## config.mk

```make
export PLATFORM = sky130hd
export DESIGN_NAME = gfgh_reduce
export DESIGN_NICKNAME = d
export VERILOG_FILES = /design/src/rtl/core/gf128_ghash_multiply_defines.svh /design/src/rtl/core/gfgh_pkg.sv /design/src/rtl/core/gfgh_reduce.sv
export SDC_FILE = /design/constraint.sdc
export NUM_CORES = 1
export LEC_CHECK = 0
export ABC_CLOCK_PERIOD_IN_PS = 2000
export BUFFER_PORTS_ARGS = -buffer_cell sky130_fd_sc_hd__buf_2
export CORE_AREA = 2 2 147 149
export DETAILED_ROUTE_END_ITERATION = 12
export DIE_AREA = 0 0 149 151
export SYNTH_ARGS = -nofsm -noshare
export SYNTH_HDL_FRONTEND = slang
export SYNTH_SLANG_ARGS = --single-unit
```

## constraint.sdc

```tcl
create_clock -name vclk -period 2
set_input_delay 0.4 -clock vclk [all_inputs]
set_output_delay 0.4 -clock vclk [all_outputs]
set_load 0.02 [all_outputs]
```

## src/rtl/core/gf128_ghash_multiply_defines.svh

```systemverilog
// Assertion macros for the GHASH multiplier block.
// Depends on clk and rst_n being visible where a macro is used.
`ifndef GF128_GHASH_MULTIPLY_DEFINES_SVH
`define GF128_GHASH_MULTIPLY_DEFINES_SVH

// Same-cycle implication, checked outside reset.
`define GFGH_ASSERT_NOW(label, ante, cons, msg) \
    label: assert property (@(posedge clk) disable iff (!rst_n) (ante) |-> (cons)) \
        else $error(msg);

// Next-cycle implication, checked outside reset.
`define GFGH_ASSERT_NEXT(label, ante, cons, msg) \
    label: assert property (@(posedge clk) disable iff (!rst_n) (ante) |=> (cons)) \
        else $error(msg);

`endif

```

## src/rtl/core/gfgh_pkg.sv

```systemverilog
// Shared widths and constants for the GHASH GF(2^128) multiplier.
// No dependencies.
`timescale 1ns / 1ps

package gfgh_pkg;

    localparam int GF_BITS   = 128;
    localparam int HALF_BITS = GF_BITS / 2;
    localparam int PROD_BITS = 2 * GF_BITS - 1;

    // Low taps of x^128 + x^7 + x^2 + x + 1 (0xE1 in the reflected top byte).
    localparam int TAP_A = 1;
    localparam int TAP_B = 2;
    localparam int TAP_C = 7;
    // Width of the spill above bit 127 after the first fold.
    localparam int SPILL_BITS = TAP_C - 1;

    typedef logic [GF_BITS-1:0]   gf_elem_t;
    typedef logic [HALF_BITS-1:0] gf_half_t;
    typedef logic [PROD_BITS-1:0] gf_wide_t;

endpackage

```

## src/rtl/core/gfgh_reduce.sv

```systemverilog
// Reduction mod x^128 + x^7 + x^2 + x + 1, result back in GCM bit order.
// Depends on gfgh_pkg.
`timescale 1ns / 1ps

module gfgh_reduce import gfgh_pkg::*;
(
    input  gf_wide_t coeff,
    output gf_elem_t z
);

    localparam int HI_BITS  = PROD_BITS - GF_BITS;
    localparam int MID_BITS = GF_BITS + SPILL_BITS;

    logic [HI_BITS-1:0]    hi;
    logic [MID_BITS-1:0]   fold1;
    logic [SPILL_BITS-1:0] spill;
    gf_elem_t              r;

    assign hi = coeff[PROD_BITS-1:GF_BITS];

    // First fold: x^128 -> x^7 + x^2 + x + 1, leaves a short spill.
    always_comb
    begin
        fold1 = MID_BITS'(coeff[GF_BITS-1:0])
              ^ MID_BITS'(hi)
              ^ (MID_BITS'(hi) << TAP_A)
              ^ (MID_BITS'(hi) << TAP_B)
              ^ (MID_BITS'(hi) << TAP_C);
    end

    assign spill = fold1[MID_BITS-1:GF_BITS];

    // Second fold of the spill never reaches bit 128.
    always_comb
    begin
        r = fold1[GF_BITS-1:0]
          ^ GF_BITS'(spill)
          ^ (GF_BITS'(spill) << TAP_A)
          ^ (GF_BITS'(spill) << TAP_B)
          ^ (GF_BITS'(spill) << TAP_C);
    end

    always_comb
    begin
        for (int j = 0; j < GF_BITS; j++)
        begin
            z[GF_BITS-1-j] = r[j];
        end
    end

endmodule
```

==> summary.md <==
| Metric | Value |
|---|---|
| Outcome | finished clean |
| Initial Util | 22.5% |
| GR peak layer | met2 |
| Sequential power share | 0% |
| Share of total power in the clock network | 0% |
| Sw frac | 54.5% |
| Post-route ant nets | 0 |
| Post-synthesis sequential area ratio | 0% |
| Met1 GRT Util | 15.1% |
| Dominant cells by area after synthesis | xnor3_1 60%, xor2_1 21%, xnor2_1 15%, xnor3_4 1.7%, xor3_1 1.0% |
| Min-delay src | coeff[127] |
| Power per cell area | 523 nW/um^2 |
| CLK BUF | 0 |
| CP max stage delay | 480 ps |
| First-pass GRT wire length | 23.2 mm |
| Die Ht | 151 um |
| Total Negative Setup Slacks | 0 ps |
| Commonest non-fill, non-tap cells in the layout | 383 x buf_2, 125 x xnor3_1, 113 x xor2_1 |
| Delay-heaviest family, CP | XOR/XNOR gates |
| Type of the worst min-delay path | in -> out |
| Core ar. | 20800 um^2 |
| Pre-CTS worst setup slack | 40.7 ps |
| Die area | 22500 um^2 |
| Final net count | 974 |
| Warnings, synthesis | 0 |
| CP dominant cell by count | buf_2 |
| Chip width | 149 um |
| Hold_buf cts | 0 |
| Power share of the combinational group | 100.0% |
| Final cell count without fillers | 993 |
| DP Cell Count | 992 |
| Synthesized cell area | 4680 um^2 |
| Met3 Usage GRT | 3.01% |
| Most common cell after layout, fill and taps aside | buf_2 |
| Crit path required time | 1600 ps |
| Antenna violations before repair | 1 |
| P_int | 1.66 mW |
| GR Overflow Total | 0 |
| Crit. End Element | output port |
| Distinct cells, synth | 7 |
| Global routing usage on met2 | 26.7% |
| Slowest cell on the critical path | xor3_1 |
| Std cell rows | 53 |
| Resize count post-CTS | 0 |
| Max Clock Freq | 0.510 GHz |
| Final worst path period share | 98.0% |
| Total GRT Usage | 13.6% |
| Post-CTS setup repair buffer count | 0 |
| Syn nets | 582 |
| Hold Vio Cnt, Final | 0 |
| Vias per cell | 4.02 |
| WL final | 17.4 mm |
| Routed vias | 3991 |
| # IOs | 383 |
| Worst Tran Pin Value | 379 ps |
| Worst-path maximum fanout | 4 |
| Final min period | 1960 ps |
| Critical path, cell by cell | buf_2, xor3_1, xnor3_1, buf_2 |
| CP bufs+invs | 2 |
| Syn_area_per_cell | 14.3 um^2 |
| WL/cell | 17.5 um |
| Register area | 0 um^2 |
| Layout Area Growth over Synthesis | 49.6% |
| Peak VDD IR | 0.434 mV |
| Vias in the first global route | 4023 |
| Endpoints failing setup | 0 |
| Seq_cells | 0 |
| P_leak | 4.25 nW |
| Setup ws final | 39.7 ps |
| CP startpoint | coeff[254] |
| Max Cap Violations | 0 |
| DRC violations left | 0 |
| Share of layout cells above drive strength 1 | 55.1% |
| RSZ-0062 raised after global routing | no |
| Post-synth top area cell | xnor3_1 |
| Area share of the leading cell type in the synthesized netlist | 60.2% |
| Mapped Cells | 327 |
| Arr. time, crit path | 1560 ps |
| Largest net degree at the start of global routing | 5 |
| Post-Route Utilization | 33.6% |
| DRT Pass-1 Iters | 4 |
| PortBufs | 383 |
| Hpwl dp | 16.1 mm |
| Final Max Tran Viols | 0 |
| Initial detailed-routing violation count | 67 |
| Worst slew margin | 74.5% |
| Net Sw Power | 1.99 mW |
| GPL Wtd Cong | 0.905 |
| Critical path launch point type | input pin |
| Setup Crit Path Kind | in -> out |
per-stage QoR:
stage / power, mW / hold WS [ps] / cell area, um^2
global placement: 3.68 / 1220 / 6990
floorplan: 2.34 / 1060 / 4680
detailed placement: 3.69 / 1220 / 6990
global route: 3.87 / 1240 / 6990
finish: 3.66 / 1210 / 7000
CTS: 3.71 / 1220 / 6990
cells in the mapped netlist (all sizes together):
master,count
buf,1
xnor2,82
xnor3,129
xor2,113
xor3,2
area by class of cell:
type                            instances  area, um^2
Fill cell                            2138       13800
Antenna cell                            1        2.50
Multi-Input combinational cell        326        4670
Timing Repair Buffer                  391        1980
Tap cell                              275         344
layer usage:
metal | routed length (um) | share of wire (%)
met4 | 324 | 1.9
met1 | 6320 | 36
met3 | 1670 | 9.6
met2 | 9060 | 52
met5 | 0 | 0
power by group through the flow:
stage                       clock (mW)  sequential [mW]  combinational, mW
after floorplan                      0                0               2.34
after global placement               0                0               3.68
after detailed placement             0                0               3.69
after CTS                            0                0               3.71
after global routing                 0                0               3.87
final                     0.0000000670                0               3.66
cells by family after synthesis:
logic type             count (synthesis)  share of synthesized area (%)
XOR/XNOR                             326                           99.9
buffers and inverters                  1                          0.107
worst paths after layout:
kind	end	slack (ps)	cells past startpoint
setup / recovery	z[125]	40	4
hold / removal	z[0]	1210	4
(Power assumes the default switching activity.)
